[src/hdl/wsc_pkg.sv]
`timescale 1ns / 1ps
// ----------------------------------------------------------------------------
// wsc_pkg: shared types and constants of the waypoint steering controller
// Widths, reset values, status and register codes, CORDIC angle table.
// ----------------------------------------------------------------------------
package wsc_pkg;

  // Waypoint table
  localparam int WP_DEPTH = 64;
  localparam int WP_AW    = $clog2(WP_DEPTH);
  localparam int WP_W     = 32;

  // CORDIC
  localparam int CORDIC_ITERS    = 14;
  localparam int IT_W            = $clog2(CORDIC_ITERS);
  localparam int CORDIC_PRESHIFT = 6;
  localparam int CW              = 26;   // x / y datapath
  localparam int ZW              = 18;   // angle accumulator, degrees Q8

  // Field widths
  localparam int TGT_W    = 6;
  localparam int LEN_W    = 7;
  localparam int RAD_W    = 12;
  localparam int SPD_W    = 7;
  localparam int POS_W    = 16;
  localparam int HDG_W    = 10;
  localparam int WHEEL_W  = 8;
  localparam int STATUS_W = 3;
  localparam int SLOT_W   = 6;
  localparam int DIFF_W   = POS_W + 1;

  // Shared multiplier and derived arithmetic
  localparam int MUL_W    = 18;
  localparam int PROD_W   = 2 * MUL_W;
  localparam int SQ_W     = 2 * DIFF_W - 1;   // one squared difference
  localparam int D2_W     = SQ_W + 1;
  localparam int R2_W     = 2 * RAD_W;
  localparam int NUM_W    = 20;               // wheel numerators, degrees Q8
  localparam int WHEEL_SH = 8;                // 768 = 3 << 8
  localparam int RECIP3   = 43691;            // ceil(2^17 / 3)
  localparam int RECIP_SH = 17;
  localparam int Q_W      = 10;

  localparam logic signed [ZW-1:0]    HALF_TURN_Z   = ZW'(180 * 256);
  localparam logic signed [NUM_W-1:0] HALF_TURN_Q8  = NUM_W'(180 * 256);
  localparam logic signed [NUM_W-1:0] FULL_TURN_Q8  = NUM_W'(360 * 256);

  // Configuration port
  localparam int CFG_AW = 2;
  localparam int CFG_DW = 12;

  typedef enum logic [CFG_AW-1:0] {
    CFG_ROUTE_LENGTH   = 2'd0,
    CFG_ARRIVAL_RADIUS = 2'd1,
    CFG_BASE_SPEED     = 2'd2,
    CFG_SPEED_LIMIT    = 2'd3
  } cfg_reg_e;

  localparam logic [LEN_W-1:0] ROUTE_LENGTH_RST   = '0;
  localparam logic [RAD_W-1:0] ARRIVAL_RADIUS_RST = RAD_W'(200);
  localparam logic [SPD_W-1:0] BASE_SPEED_RST     = SPD_W'(20);
  localparam logic [SPD_W-1:0] SPEED_LIMIT_RST    = SPD_W'(20);

  // Item operations
  localparam logic OP_LOAD = 1'b0;
  localparam logic OP_POSE = 1'b1;

  typedef enum logic [STATUS_W-1:0] {
    ST_STARTED  = 3'd0,
    ST_ADVANCED = 3'd1,
    ST_ARRIVED  = 3'd2,
    ST_STEERING = 3'd3,
    ST_NO_ROUTE = 3'd4
  } status_e;

  // Request and response of the CORDIC unit
  typedef struct packed {
    logic                     start;
    logic signed [DIFF_W-1:0] x;
    logic signed [DIFF_W-1:0] y;
  } cor_req_t;

  typedef struct packed {
    logic                 done;
    logic signed [ZW-1:0] z;
  } cor_rsp_t;

  // round(atan(2^-i) * 180/pi * 256)
  function automatic logic signed [ZW-1:0] atan_q8(input logic [4:0] idx);
    logic signed [ZW-1:0] a;
    case (idx)
      5'd0:    a = ZW'(11520);
      5'd1:    a = ZW'(6801);
      5'd2:    a = ZW'(3593);
      5'd3:    a = ZW'(1824);
      5'd4:    a = ZW'(916);
      5'd5:    a = ZW'(458);
      5'd6:    a = ZW'(229);
      5'd7:    a = ZW'(115);
      5'd8:    a = ZW'(57);
      5'd9:    a = ZW'(29);
      5'd10:   a = ZW'(14);
      5'd11:   a = ZW'(7);
      5'd12:   a = ZW'(4);
      5'd13:   a = ZW'(2);
      5'd14:   a = ZW'(1);
      default: a = '0;
    endcase
    return a;
  endfunction

endpackage

[src/hdl/wsc_if.sv]
`timescale 1ns / 1ps
// ----------------------------------------------------------------------------
// wsc_if: channel interfaces of the waypoint steering controller
// Input item channel, result channel and configuration write channel.
// ----------------------------------------------------------------------------
interface wsc_item_if;
  logic              valid;
  logic              ready;
  logic              operation;
  logic [5:0]        wp_slot;
  logic signed [15:0] wp_pos_x;
  logic signed [15:0] wp_pos_y;
  logic signed [15:0] robot_x;
  logic signed [15:0] robot_y;
  logic signed [9:0] heading_deg;

  modport source (output valid, operation, wp_slot, wp_pos_x, wp_pos_y,
                  robot_x, robot_y, heading_deg, input ready);
  modport sink (input valid, operation, wp_slot, wp_pos_x, wp_pos_y,
                robot_x, robot_y, heading_deg, output ready);
endinterface

interface wsc_result_if;
  logic              valid;
  logic              ready;
  logic [2:0]        status;
  logic signed [7:0] left_speed;
  logic signed [7:0] right_speed;
  logic [5:0]        target_index;

  modport source (output valid, status, left_speed, right_speed, target_index,
                  input ready);
  modport sink (input valid, status, left_speed, right_speed, target_index,
                output ready);
endinterface

interface wsc_cfg_if;
  logic        valid;
  logic        ready;
  logic [1:0]  addr;
  logic [11:0] wdata;

  modport source (output valid, addr, wdata, input ready);
  modport sink (input valid, addr, wdata, output ready);
endinterface

[src/hdl/waypoint_steering_controller.sv]
`timescale 1ns / 1ps
// ----------------------------------------------------------------------------
// waypoint_steering_controller: waypoint table and differential-drive steering
// Loads waypoints, checks arrival and steers both wheels toward the target.
// ----------------------------------------------------------------------------
// A load item writes one waypoint into the table in its accept cycle and gives
// no result; the block is ready again the next cycle. A pose tick gives one
// result item. With no route loaded, or on the first tick after reset, the
// block goes straight to the emit step. Every later tick reads the target
// from the table, forms the squared distance and the squared arrival radius on
// one shared 18x18 multiplier, and on arrival goes to the emit step. A steering
// tick then runs the CORDIC unit, one rotation per cycle, and returns to the
// same multiplier for the two wheel scalings. The block takes one pose tick at
// a time; a finished result sits in an output register, so the next item is
// accepted while it waits. Write the configuration registers only while the
// block is idle. Waypoint slots that were never loaded read as undefined.
// ----------------------------------------------------------------------------
module waypoint_steering_controller (
  input  logic         clk_i,
  input  logic         rst_ni,
  wsc_item_if.sink     item_i,
  wsc_result_if.source result_o,
  wsc_cfg_if.sink      cfg_i
);
  import wsc_pkg::*;

  typedef enum logic [9:0] {
    S_IDLE  = 10'b00_0000_0001,
    S_FETCH = 10'b00_0000_0010,
    S_SQX   = 10'b00_0000_0100,
    S_SQY   = 10'b00_0000_1000,
    S_CMP   = 10'b00_0001_0000,
    S_ROT   = 10'b00_0010_0000,
    S_WL    = 10'b00_0100_0000,
    S_WR    = 10'b00_1000_0000,
    S_WF    = 10'b01_0000_0000,
    S_EMIT  = 10'b10_0000_0000
  } state_e;

  // Magnitude of a wheel numerator.
  function automatic logic [NUM_W-1:0] mag_of(input logic signed [NUM_W-1:0] v);
    return v[NUM_W-1] ? NUM_W'(-v) : NUM_W'(v);
  endfunction

  // Take the quotient out of the reciprocal product, clamp, restore the sign.
  function automatic logic signed [WHEEL_W-1:0] wheel_finish(
    input logic signed [PROD_W-1:0] p,
    input logic                     neg,
    input logic [SPD_W-1:0]         lim
  );
    logic [Q_W-1:0]   q;
    logic [SPD_W-1:0] qc;
    q  = p[RECIP_SH+Q_W-1:RECIP_SH];
    qc = (q > Q_W'(lim)) ? lim : q[SPD_W-1:0];
    return neg ? -$signed(WHEEL_W'(qc)) : $signed(WHEEL_W'(qc));
  endfunction

  // Control state
  state_e             state_q, state_d;
  logic               started_q, started_d;
  logic [TGT_W-1:0]   target_q, target_d;
  logic [LEN_W-1:0]   route_len_q, route_len_d;
  logic [RAD_W-1:0]   radius_q, radius_d;
  logic [SPD_W-1:0]   base_q, base_d;
  logic [SPD_W-1:0]   limit_q, limit_d;
  logic               out_valid_q, out_valid_d;

  // Result and working registers
  status_e                   out_status_q, out_status_d;
  logic signed [WHEEL_W-1:0] out_left_q, out_left_d, out_right_q, out_right_d;
  logic [TGT_W-1:0]          out_target_q, out_target_d;
  status_e                   st_q, st_d;
  logic signed [WHEEL_W-1:0] left_q, left_d, right_q, right_d;
  logic                      neg_q, neg_d;
  logic signed [POS_W-1:0]   robot_x_q, robot_x_d, robot_y_q, robot_y_d;
  logic signed [HDG_W-1:0]   heading_q, heading_d;
  logic signed [DIFF_W-1:0]  dx_q, dx_d, dy_q, dy_d;
  logic [R2_W-1:0]           r2_q, r2_d;
  logic [SQ_W-1:0]           acc_q, acc_d;
  logic signed [NUM_W-1:0]   e_q, e_d;
  logic signed [PROD_W-1:0]  prod_q;

  // Shared multiplier operands
  logic signed [MUL_W-1:0] mul_a, mul_b;

  logic                    item_acc;
  logic [LEN_W-1:0]        len;
  logic                    ram_we, ram_re;
  logic [WP_W-1:0]         ram_rdata;
  logic signed [POS_W-1:0] wp_x, wp_y;
  logic [D2_W-1:0]         d2;
  logic signed [NUM_W-1:0] base_scaled, num_l, num_r, e_raw;
  cor_req_t                cor_req;
  cor_rsp_t                cor_rsp;

  // Clamp the route to the table depth.
  assign len = (int'(route_len_q) > WP_DEPTH) ? LEN_W'(WP_DEPTH) : route_len_q;

  assign item_i.ready = (state_q == S_IDLE);
  assign item_acc     = item_i.valid && item_i.ready;
  assign cfg_i.ready  = 1'b1;

  // Waypoint store: x in the low half, y in the high half.
  assign ram_we = item_acc && (item_i.operation == OP_LOAD) &&
                  (int'(item_i.wp_slot) < WP_DEPTH);
  assign ram_re = item_acc && (item_i.operation == OP_POSE);

  wsc_ram #(
    .WIDTH (WP_W),
    .DEPTH (WP_DEPTH)
  ) u_wp_ram (
    .clk_i   (clk_i),
    .we_i    (ram_we),
    .waddr_i (WP_AW'(item_i.wp_slot)),
    .wdata_i ({item_i.wp_pos_y, item_i.wp_pos_x}),
    .re_i    (ram_re),
    .raddr_i (WP_AW'(target_q)),
    .rdata_o (ram_rdata)
  );

  assign wp_x = $signed(ram_rdata[POS_W-1:0]);
  assign wp_y = $signed(ram_rdata[2*POS_W-1:POS_W]);

  // Squared distance: dx^2 held in acc, dy^2 on the multiplier output.
  assign d2 = {1'b0, acc_q} + {1'b0, prod_q[SQ_W-1:0]};

  // Wheel numerators: base * 768 -/+ heading error.
  assign base_scaled = $signed((NUM_W'(base_q) << 9) + (NUM_W'(base_q) << 8));
  assign num_l       = base_scaled - e_q;
  assign num_r       = base_scaled + e_q;

  // Heading error from the CORDIC angle.
  assign e_raw = (NUM_W'(heading_q) <<< 8) + NUM_W'(cor_rsp.z);

  assign cor_req.start = (state_q == S_CMP) && !(d2 < D2_W'(r2_q));
  assign cor_req.x     = dx_q;
  assign cor_req.y     = dy_q;

  wsc_cordic u_cordic (
    .clk_i  (clk_i),
    .rst_ni (rst_ni),
    .req_i  (cor_req),
    .rsp_o  (cor_rsp)
  );

  // Pick the multiplier operands for each step.
  always_comb begin
    mul_a = '0;
    mul_b = '0;
    unique case (state_q)
      S_FETCH: begin
        mul_a = $signed(MUL_W'(radius_q));
        mul_b = $signed(MUL_W'(radius_q));
      end
      S_SQX: begin
        mul_a = MUL_W'(dx_q);
        mul_b = MUL_W'(dx_q);
      end
      S_SQY: begin
        mul_a = MUL_W'(dy_q);
        mul_b = MUL_W'(dy_q);
      end
      S_WL: begin
        mul_a = $signed(MUL_W'(mag_of(num_l) >> WHEEL_SH));
        mul_b = $signed(MUL_W'(RECIP3));
      end
      S_WR: begin
        mul_a = $signed(MUL_W'(mag_of(num_r) >> WHEEL_SH));
        mul_b = $signed(MUL_W'(RECIP3));
      end
      default: begin
        mul_a = '0;
        mul_b = '0;
      end
    endcase
  end

  // Sequencer
  always_comb begin
    state_d      = state_q;
    started_d    = started_q;
    target_d     = target_q;
    route_len_d  = route_len_q;
    radius_d     = radius_q;
    base_d       = base_q;
    limit_d      = limit_q;
    out_valid_d  = out_valid_q;
    out_status_d = out_status_q;
    out_left_d   = out_left_q;
    out_right_d  = out_right_q;
    out_target_d = out_target_q;
    st_d         = st_q;
    left_d       = left_q;
    right_d      = right_q;
    neg_d        = neg_q;
    robot_x_d    = robot_x_q;
    robot_y_d    = robot_y_q;
    heading_d    = heading_q;
    dx_d         = dx_q;
    dy_d         = dy_q;
    r2_d         = r2_q;
    acc_d        = acc_q;
    e_d          = e_q;

    if (cfg_i.valid) begin
      unique case (cfg_reg_e'(cfg_i.addr))
        CFG_ROUTE_LENGTH:   route_len_d = cfg_i.wdata[LEN_W-1:0];
        CFG_ARRIVAL_RADIUS: radius_d    = cfg_i.wdata[RAD_W-1:0];
        CFG_BASE_SPEED:     base_d      = cfg_i.wdata[SPD_W-1:0];
        CFG_SPEED_LIMIT:    limit_d     = cfg_i.wdata[SPD_W-1:0];
      endcase
    end

    // Drop the held result once it is taken.
    if (result_o.valid && result_o.ready) begin
      out_valid_d = 1'b0;
    end

    unique case (state_q)
      S_IDLE: begin
        if (item_acc && item_i.operation == OP_POSE) begin
          robot_x_d = item_i.robot_x;
          robot_y_d = item_i.robot_y;
          heading_d = item_i.heading_deg;
          left_d    = '0;
          right_d   = '0;
          if (len == '0) begin
            st_d    = ST_NO_ROUTE;
            state_d = S_EMIT;
          end else if (!started_q) begin
            started_d = 1'b1;
            target_d  = '0;
            st_d      = ST_STARTED;
            state_d   = S_EMIT;
          end else begin
            state_d = S_FETCH;
          end
        end
      end
      S_FETCH: begin
        dx_d    = DIFF_W'(robot_x_q) - DIFF_W'(wp_x);
        dy_d    = DIFF_W'(robot_y_q) - DIFF_W'(wp_y);
        state_d = S_SQX;
      end
      S_SQX: begin
        r2_d    = prod_q[R2_W-1:0];
        state_d = S_SQY;
      end
      S_SQY: begin
        acc_d   = prod_q[SQ_W-1:0];
        state_d = S_CMP;
      end
      S_CMP: begin
        if (d2 < D2_W'(r2_q)) begin
          // Arrived: advance, or stop at the end of the route.
          if (LEN_W'(target_q) + LEN_W'(1) < len) begin
            target_d = target_q + 1'b1;
            st_d     = ST_ADVANCED;
          end else begin
            st_d = ST_ARRIVED;
          end
          state_d = S_EMIT;
        end else begin
          st_d    = ST_STEERING;
          state_d = S_ROT;
        end
      end
      S_ROT: begin
        if (cor_rsp.done) begin
          e_d     = (e_raw > HALF_TURN_Q8) ? e_raw - FULL_TURN_Q8 : e_raw;
          state_d = S_WL;
        end
      end
      S_WL: begin
        neg_d   = num_l[NUM_W-1];
        state_d = S_WR;
      end
      S_WR: begin
        left_d  = wheel_finish(prod_q, neg_q, limit_q);
        neg_d   = num_r[NUM_W-1];
        state_d = S_WF;
      end
      S_WF: begin
        right_d = wheel_finish(prod_q, neg_q, limit_q);
        state_d = S_EMIT;
      end
      S_EMIT: begin
        // Hold until the output register is free.
        if (!out_valid_q || result_o.ready) begin
          out_valid_d  = 1'b1;
          out_status_d = st_q;
          out_left_d   = left_q;
          out_right_d  = right_q;
          out_target_d = target_q;
          state_d      = S_IDLE;
        end
      end
      default: begin
        state_d = S_IDLE;
      end
    endcase
  end

  always_ff @(posedge clk_i or negedge rst_ni) begin
    if (!rst_ni) begin
      state_q     <= S_IDLE;
      started_q   <= 1'b0;
      target_q    <= '0;
      route_len_q <= ROUTE_LENGTH_RST;
      radius_q    <= ARRIVAL_RADIUS_RST;
      base_q      <= BASE_SPEED_RST;
      limit_q     <= SPEED_LIMIT_RST;
      out_valid_q <= 1'b0;
    end else begin
      state_q     <= state_d;
      started_q   <= started_d;
      target_q    <= target_d;
      route_len_q <= route_len_d;
      radius_q    <= radius_d;
      base_q      <= base_d;
      limit_q     <= limit_d;
      out_valid_q <= out_valid_d;
    end
  end

  always_ff @(posedge clk_i) begin
    out_status_q <= out_status_d;
    out_left_q   <= out_left_d;
    out_right_q  <= out_right_d;
    out_target_q <= out_target_d;
    st_q         <= st_d;
    left_q       <= left_d;
    right_q      <= right_d;
    neg_q        <= neg_d;
    robot_x_q    <= robot_x_d;
    robot_y_q    <= robot_y_d;
    heading_q    <= heading_d;
    dx_q         <= dx_d;
    dy_q         <= dy_d;
    r2_q         <= r2_d;
    acc_q        <= acc_d;
    e_q          <= e_d;
    prod_q       <= mul_a * mul_b;
  end

  assign result_o.valid        = out_valid_q;
  assign result_o.status       = out_status_q;
  assign result_o.left_speed   = out_left_q;
  assign result_o.right_speed  = out_right_q;
  assign result_o.target_index = out_target_q;

  // Only a steering result carries wheel speeds.
  a_speeds_zero_unless_steering: assert property (
    @(posedge clk_i) disable iff (!rst_ni)
    (result_o.valid && result_o.status != ST_STEERING) |->
      (result_o.left_speed == '0 && result_o.right_speed == '0))
  else $error("wheel speeds nonzero outside steering");

  // Wheel commands stay inside the configured clamp.
  a_speed_within_limit: assert property (
    @(posedge clk_i) disable iff (!rst_ni)
    result_o.valid |->
      ($signed(result_o.left_speed) <= $signed(WHEEL_W'(limit_q)) &&
       $signed(result_o.left_speed) >= -$signed(WHEEL_W'(limit_q)) &&
       $signed(result_o.right_speed) <= $signed(WHEEL_W'(limit_q)) &&
       $signed(result_o.right_speed) >= -$signed(WHEEL_W'(limit_q))))
  else $error("wheel speed beyond limit");

  // Once started, the route stays started until reset.
  a_started_sticky: assert property (
    @(posedge clk_i) disable iff (!rst_ni)
    started_q |=> started_q)
  else $error("started flag cleared");

  // The CORDIC unit only finishes while the sequencer waits for it.
  a_cordic_done_in_rot: assert property (
    @(posedge clk_i) disable iff (!rst_ni)
    cor_rsp.done |-> (state_q == S_ROT))
  else $error("CORDIC finished outside rotation step");

endmodule

[src/hdl/wsc_ram.sv]
`timescale 1ns / 1ps
// ----------------------------------------------------------------------------
// wsc_ram: generic single-write, single-read RAM
// One write port, one read port with registered read data.
// ----------------------------------------------------------------------------
module wsc_ram #(
  parameter int WIDTH = 32,
  parameter int DEPTH = 64
) (
  input  logic                     clk_i,
  input  logic                     we_i,
  input  logic [$clog2(DEPTH)-1:0] waddr_i,
  input  logic [WIDTH-1:0]         wdata_i,
  input  logic                     re_i,
  input  logic [$clog2(DEPTH)-1:0] raddr_i,
  output logic [WIDTH-1:0]         rdata_o
);

  logic [WIDTH-1:0] mem [DEPTH];
  logic [WIDTH-1:0] rdata_q;

  always_ff @(posedge clk_i) begin
    if (we_i) begin
      mem[waddr_i] <= wdata_i;
    end
    if (re_i) begin
      rdata_q <= mem[raddr_i];
    end
  end

  assign rdata_o = rdata_q;

endmodule

[src/hdl/wsc_cordic.sv]
`timescale 1ns / 1ps
// ----------------------------------------------------------------------------
// wsc_cordic: iterative vectoring CORDIC for atan2
// One micro-rotation per cycle on a shared add/shift datapath, angle in
// degrees Q8.
// ----------------------------------------------------------------------------
module wsc_cordic (
  input  logic                clk_i,
  input  logic                rst_ni,
  input  wsc_pkg::cor_req_t   req_i,
  output wsc_pkg::cor_rsp_t   rsp_o
);
  import wsc_pkg::*;

  typedef enum logic [2:0] {
    C_IDLE = 3'b001,
    C_RUN  = 3'b010,
    C_DONE = 3'b100
  } cstate_e;

  cstate_e              state_q, state_d;
  logic [IT_W-1:0]      iter_q, iter_d;
  logic signed [CW-1:0] x_q, x_d, y_q, y_d;
  logic signed [ZW-1:0] z_q, z_d;

  logic signed [CW-1:0] x_in, y_in, xs, ys;

  assign x_in = CW'(req_i.x) <<< CORDIC_PRESHIFT;
  assign y_in = CW'(req_i.y) <<< CORDIC_PRESHIFT;
  assign xs   = x_q >>> iter_q;
  assign ys   = y_q >>> iter_q;

  always_comb begin
    state_d = state_q;
    iter_d  = iter_q;
    x_d     = x_q;
    y_d     = y_q;
    z_d     = z_q;
    unique case (state_q)
      C_IDLE: begin
        if (req_i.start) begin
          iter_d = '0;
          if (req_i.x == '0 && req_i.y == '0) begin
            // zero vector: angle is zero, skip the rotations
            z_d     = '0;
            state_d = C_DONE;
          end else if (req_i.x < 0) begin
            // fold into the right half-plane
            x_d     = -x_in;
            y_d     = -y_in;
            z_d     = (req_i.y >= 0) ? HALF_TURN_Z : -HALF_TURN_Z;
            state_d = C_RUN;
          end else begin
            x_d     = x_in;
            y_d     = y_in;
            z_d     = '0;
            state_d = C_RUN;
          end
        end
      end
      C_RUN: begin
        if (y_q >= 0) begin
          x_d = x_q + ys;
          y_d = y_q - xs;
          z_d = z_q + atan_q8(5'(iter_q));
        end else begin
          x_d = x_q - ys;
          y_d = y_q + xs;
          z_d = z_q - atan_q8(5'(iter_q));
        end
        if (iter_q == IT_W'(CORDIC_ITERS - 1)) begin
          state_d = C_DONE;
        end else begin
          iter_d = iter_q + 1'b1;
        end
      end
      C_DONE: begin
        state_d = C_IDLE;
      end
      default: begin
        state_d = C_IDLE;
      end
    endcase
  end

  always_ff @(posedge clk_i or negedge rst_ni) begin
    if (!rst_ni) begin
      state_q <= C_IDLE;
      iter_q  <= '0;
    end else begin
      state_q <= state_d;
      iter_q  <= iter_d;
    end
  end

  always_ff @(posedge clk_i) begin
    x_q <= x_d;
    y_q <= y_d;
    z_q <= z_d;
  end

  assign rsp_o.done = (state_q == C_DONE);
  assign rsp_o.z    = z_q;

endmodule
[src/flat_wrapper.sv]
// flat-port wrapper written by rule: the top's interface ports become plain ports
module waypoint_steering_controller_flat import wsc_pkg::*;
  (clk_i, rst_ni, item_i_valid, item_i_operation, item_i_wp_slot, item_i_wp_pos_x, item_i_wp_pos_y, item_i_robot_x, item_i_robot_y, item_i_heading_deg, item_i_ready, result_o_valid, result_o_status, result_o_left_speed, result_o_right_speed, result_o_target_index, result_o_ready, cfg_i_valid, cfg_i_addr, cfg_i_wdata, cfg_i_ready);
  wsc_item_if item_i_i ();
  wsc_result_if result_o_i ();
  wsc_cfg_if cfg_i_i ();
  input  logic clk_i;
  input  logic rst_ni;
  input wire logic [$bits(item_i_i.valid)-1:0] item_i_valid;
  input wire logic [$bits(item_i_i.operation)-1:0] item_i_operation;
  input wire logic [$bits(item_i_i.wp_slot)-1:0] item_i_wp_slot;
  input wire logic [$bits(item_i_i.wp_pos_x)-1:0] item_i_wp_pos_x;
  input wire logic [$bits(item_i_i.wp_pos_y)-1:0] item_i_wp_pos_y;
  input wire logic [$bits(item_i_i.robot_x)-1:0] item_i_robot_x;
  input wire logic [$bits(item_i_i.robot_y)-1:0] item_i_robot_y;
  input wire logic [$bits(item_i_i.heading_deg)-1:0] item_i_heading_deg;
  output wire logic [$bits(item_i_i.ready)-1:0] item_i_ready;
  output wire logic [$bits(result_o_i.valid)-1:0] result_o_valid;
  output wire logic [$bits(result_o_i.status)-1:0] result_o_status;
  output wire logic [$bits(result_o_i.left_speed)-1:0] result_o_left_speed;
  output wire logic [$bits(result_o_i.right_speed)-1:0] result_o_right_speed;
  output wire logic [$bits(result_o_i.target_index)-1:0] result_o_target_index;
  input wire logic [$bits(result_o_i.ready)-1:0] result_o_ready;
  input wire logic [$bits(cfg_i_i.valid)-1:0] cfg_i_valid;
  input wire logic [$bits(cfg_i_i.addr)-1:0] cfg_i_addr;
  input wire logic [$bits(cfg_i_i.wdata)-1:0] cfg_i_wdata;
  output wire logic [$bits(cfg_i_i.ready)-1:0] cfg_i_ready;
  assign item_i_i.valid = item_i_valid;
  assign item_i_i.operation = item_i_operation;
  assign item_i_i.wp_slot = item_i_wp_slot;
  assign item_i_i.wp_pos_x = item_i_wp_pos_x;
  assign item_i_i.wp_pos_y = item_i_wp_pos_y;
  assign item_i_i.robot_x = item_i_robot_x;
  assign item_i_i.robot_y = item_i_robot_y;
  assign item_i_i.heading_deg = item_i_heading_deg;
  assign item_i_ready = item_i_i.ready;
  assign result_o_valid = result_o_i.valid;
  assign result_o_status = result_o_i.status;
  assign result_o_left_speed = result_o_i.left_speed;
  assign result_o_right_speed = result_o_i.right_speed;
  assign result_o_target_index = result_o_i.target_index;
  assign result_o_i.ready = result_o_ready;
  assign cfg_i_i.valid = cfg_i_valid;
  assign cfg_i_i.addr = cfg_i_addr;
  assign cfg_i_i.wdata = cfg_i_wdata;
  assign cfg_i_ready = cfg_i_i.ready;
  waypoint_steering_controller u_core (.clk_i(clk_i), .rst_ni(rst_ni), .item_i(item_i_i), .result_o(result_o_i), .cfg_i(cfg_i_i));
endmodule
[config.mk]
export PLATFORM = sky130hd
export DESIGN_NAME = waypoint_steering_controller_flat
export DESIGN_NICKNAME = d
export VERILOG_FILES = /design/src/hdl/wsc_pkg.sv /design/src/hdl/wsc_if.sv /design/src/hdl/waypoint_steering_controller.sv /design/src/hdl/wsc_ram.sv /design/src/hdl/wsc_cordic.sv /design/src/flat_wrapper.sv
export SDC_FILE = /design/constraint.sdc
export NUM_CORES = 2
export LEC_CHECK = 0
export BUFFER_PORTS_ARGS = -buffer_cell sky130_fd_sc_hd__buf_2
export CAP_MARGIN = 20
export CORE_MARGIN = 5
export CORE_UTILIZATION = 55
export DETAILED_ROUTE_END_ITERATION = 16
export GPL_TIMING_DRIVEN = 0
export HOLD_SLACK_MARGIN = 0.08
export PLACE_DENSITY = 0.71
export SYNTH_ARGS = -nofsm -noshare
export SYNTH_HDL_FRONTEND = slang
export SYNTH_SLANG_ARGS = --single-unit
[constraint.sdc]
create_clock -name clk_i -period 12.1 [get_ports clk_i]
set_input_delay 3.63 -clock clk_i [delete_from_list [all_inputs] [get_ports clk_i]]
set_output_delay 3.63 -clock clk_i [all_outputs]
set_load 0.02 [all_outputs]
==> impl_metrics.sql <==
INSERT INTO impl_metrics (metric_group, metric, value, unit) VALUES
('clock_tree', 'clock_tree.htree_level_count', '4', ''),
('clock_tree', 'cts_inserted_buffers', '238', ''),
('sta', 'post-route-period-util', '0.945', ''),
('placement', 'port_buf_inserts', '123', ''),
('logic_synthesis', 'area_contributors_post_synth', 'sky130_fd_sc_hd__edfxtp_1 60%, sky130_fd_sc_hd__mux4_2 6.0%, sky130_fd_sc_hd__fa_1 5.2%', ''),
('sta', 'fin_crit', '11.44', 'ns'),
('route', 'post_drt_wl_per_cell', '30.0', 'um'),
('route', 'detail_route.drc_violations', '0', ''),
('sta', 'final_hold_viol_count', '0', ''),
('floorplanning', 'die_area', '223000', 'um^2'),
('logic_synthesis', 'synth_largest_type_area_fraction', '0.600', ''),
('clock_tree', 'max-clock-path-buffers', '3', ''),
('logic_synthesis', 'synth.yosys.warnings', '0', ''),
('logic_synthesis', 'synth_area', '118000', 'um^2'),
('floorplanning', 'placement_rows', '169', ''),
('min_path', 'worstHoldPathType', 'reg -> reg', ''),
('setup_path', 'cp_max_fo', '10', ''),
('layout', 'final_nets', '9165', ''),
('route', 'dr_total_vias', '73300', ''),
('logic_synthesis', 'synth-edff-count', '2348', ''),
('route', 'antenna_violating_nets_post_route', '0', ''),
('logic_synthesis', 'synth-seq-cells', '2439', ''),
('clock_tree', 'tritoncts', 'built', ''),
('clock_tree', 'clkSlewWorstSetupHoldPaths', '0.07', 'ns'),
('floorplanning', 'dieHeight', '472', 'um'),
('floorplanning', 'placeableCoreArea', '212000', 'um^2'),
('clock_tree', 'later_pin_clock_latency_in_the_skew_report', '0.92', 'ns'),
('clock_tree', 'quantity_of_hold_fixing_buffers_added_after_cts', '0', ''),
('setup_path', 'timing.critical_path.from_type', 'flip-flop', ''),
('run', 'max_cap_viol_count', '0', ''),
('pwr', 'power_density', '157', 'nW/um^2'),
('sta', 'max_transition_margin', '0.123', ''),
('sta', 'rsz0062_at_grt', 'no', ''),
('setup_path', 'timing.critical_path.slowest_cell_delay', '0.56', 'ns'),
('route', 'drt-total-wl', '345000', 'um'),
('layout', 'syn2layout_area_growth', '13.3', '%'),
('sta', 'setup_slack', '0.663', 'ns'),
('setup_path', 'startpoint', 'u_core.base_q[1]', ''),
('logic_synthesis', 'syn-instance-count', '7938', ''),
('clock_tree', 'clock-root-buffer', 'sky130_fd_sc_hd__clkbuf_16', ''),
('layout', 'final.fill_count', '15300', ''),
('sta', 'timing.setup.tns', '0', 'ns'),
('logic_synthesis', 'syn_area_per_cell', '14.8', 'um^2'),
('setup_path', 'worst_r2r_startpoint', 'u_core.base_q[1]', ''),
('sta', 'setup_violations', '0', ''),
('global_route', 'globalRouteOverflowTotal', '0', ''),
('global_route', 'vias_in_the_first_global_route', '73800', ''),
('logic_synthesis', 'mappedNetlistNets', '8652', ''),
('status', 'outcome', 'finished clean', ''),
('global_route', 'grt.total_usage', '0.306', ''),
('logic_synthesis', 'netlist_top_cells_count', '2348 x sky130_fd_sc_hd__edfxtp_1, 547 x sky130_fd_sc_hd__inv_1, 513 x sky130_fd_sc_hd__a21oi_1, 442 x sky130_fd_sc_hd__nor2_1, 396 x sky130_fd_sc_hd__mux2i_1', ''),
('setup_path', 'end_kind', 'flip-flop', ''),
('global_route', 'grt_max_degree', '65', ''),
('setup_path', 'crit_path_top_delay_cell', 'sky130_fd_sc_hd__fa_1', ''),
('pwr', 'power_leakage', '45.0', 'nW'),
('setup_path', 'data_required_critical_path', '12.81', 'ns'),
('route', 'routed_via_density', '6.38', ''),
('logic_synthesis', 'cell_with_the_most_instances_after_synthesis', 'sky130_fd_sc_hd__edfxtp_1', ''),
('global_route', 'grt_antenna_before_repair', '29', ''),
('logic_synthesis', 'synth.lib_cells_used.distinct', '99', ''),
('floorplanning', 'floorplan.io_pins', '128', ''),
('setup_path', 'critPathKind', 'reg -> reg', ''),
('global_route', 'grt_pass1_wl', '498000', 'um'),
('route', 'detail_route.first_pass.iterations', '9', ''),
('logic_synthesis', 'synthArstFlopShare', '0.0238', ''),
('setup_path', 'arrival', '12.14', 'ns'),
('placement', 'preCtsSetupSlack', '-0.229', 'ns'),
('sta', 'worst-slew-pin-transition', '1.32', 'ns'),
('route', 'drt-initial-drc-count', '8807', ''),
('clock_tree', 'tritoncts_num_sinks', '2439', ''),
('sta', 'timing.final.max_slew_violations', '0', '');
critical path: cells and delay by family, from the launching register on:
family	cells	cell delay, ns
fa+ha+maj	10	4.29
compound gates	17	3.72
buf+inv	9	1.46
simple gates	6	0.92
xor+xnor	3	0.49
flops	1	0.45
cells in the final DEF, fill, tap and decap left out, drive strengths merged, types with 17 or more instances in the layout:
master  instances
fa            308
a211oi         55
inv           560
and2           42
buf           365
o22ai         131
mux2i         397
nor3          126
nor2b          38
o31ai          21
o21bai         21
ha            306
a21boi         21
xor2           97
nand2b         41
nor2          444
nor4           18
mux2          164
dfrtp          49
a21o           73
nand2         377
clkinv        121
edfxtp       2348
o21ai         320
a31oi          22
dfxtp          33
a21oi         513
mux4          342
or3            30
nor3b          17
o221ai        124
and3           27
clkbuf        563
o21a           38
bufinv         27
nand3          64
xnor2         187
layout make-up:
type / count / area [um^2] / area share
diodes: 9 / 22.5 / 0.000169
inverters: 559 / 2110 / 0.0158
clock buffers: 289 / 6160 / 0.0462
clock inverters: 159 / 1720 / 0.0129
plain buffers: 366 / 1580 / 0.0118
multi-input cells: 4574 / 41800 / 0.314
repair buffers: 273 / 3640 / 0.0273
well taps: 2821 / 3530 / 0.0265
flip-flops and latches: 2439 / 72600 / 0.545
state kept, by name, summed over array words and instances, names as in the netlist, 18 cells and up:
| name | flops |
|---|---|
| u_core.e_q | 20 |
| u_core.prod_q | 33 |
| u_core.u_wp_ram.mem | 2048 |
| u_core.r2_q | 24 |
| u_core.u_wp_ram.rdata_o | 32 |
| u_core.u_cordic.y_q | 26 |
| u_core.u_cordic.z_q | 18 |
| u_core.acc_q | 33 |
| u_core.u_cordic.x_q | 26 |
logic make-up (layout without fill, tap and decap cells):
kind of cell    count (synthesis)  in the layout  synth area share
compound gates               1463           1463            0.0768
xor+xnor                      284            284            0.0212
mux                           903            903             0.116
buf+inv                       925           1646            0.0312
simple gates                 1309           1309            0.0516
fa+ha+maj                     614            614            0.0850
flops                        2439           2439             0.618
other cells                     1             10         0.0000319
worst paths after layout:
check	endpoint	slack, ns	cells after the start
max in group asynchronous	u_core.result_o.valid	8.60	1
setup / recovery	u_core.prod_q[32]	0.66	45
hold reg to reg	u_core.result_o.left_speed[6]	0.42	0
hold / removal	u_core.result_o.left_speed[6]	0.42	0
min in group asynchronous	u_core.u_cordic.state_q[1]	2.85	1
setup reg to reg	u_core.prod_q[32]	0.66	45
stage by stage:
step / instance area [um^2] / hold WS, ns / power (mW) / util / instances
4_1_cts: 133000 / 0.417 / 20.8 / 0.625 / 11500
6_report: 133000 / 0.416 / 20.8 / 0.627 / 11500
3_5_place_dp: 125000 / 0.406 / 13.4 / 0.588 / 11000
3_3_place_gp: 122000 / 0.400 / 13.3 / 0.573 / 10900
2_1_floorplan: 118000 / 0.400 / 12.0 / - / 7938
5_1_grt: 133000 / 0.434 / 21.5 / 0.627 / 11500
per-layer routing:
metal	GRT usage	part of all wire	wire length [um]
met1	0.398	0.37	129000
met2	0.486	0.46	160000
met3	0.0716	0.10	34800
met4	0.159	0.063	21800
met5	0.00299	0.00047	161
power breakdown:
group	total [mW]	switching, mW	internal (mW)	leakage (nW)
registers	9.69	0.181	9.51	22.1
clock network	7.47	3.26	4.21	3.80
logic	3.69	2.49	1.20	19.1
total	20.8	5.93	14.9	45.0
timing repair:
item / 4_1_cts / 5_1_grt
buffers inserted: 0 / 0
setup endpoints to repair: 6 / 9
gates resized for setup: 2 / 14
Power figures use the tool's default switching activity.
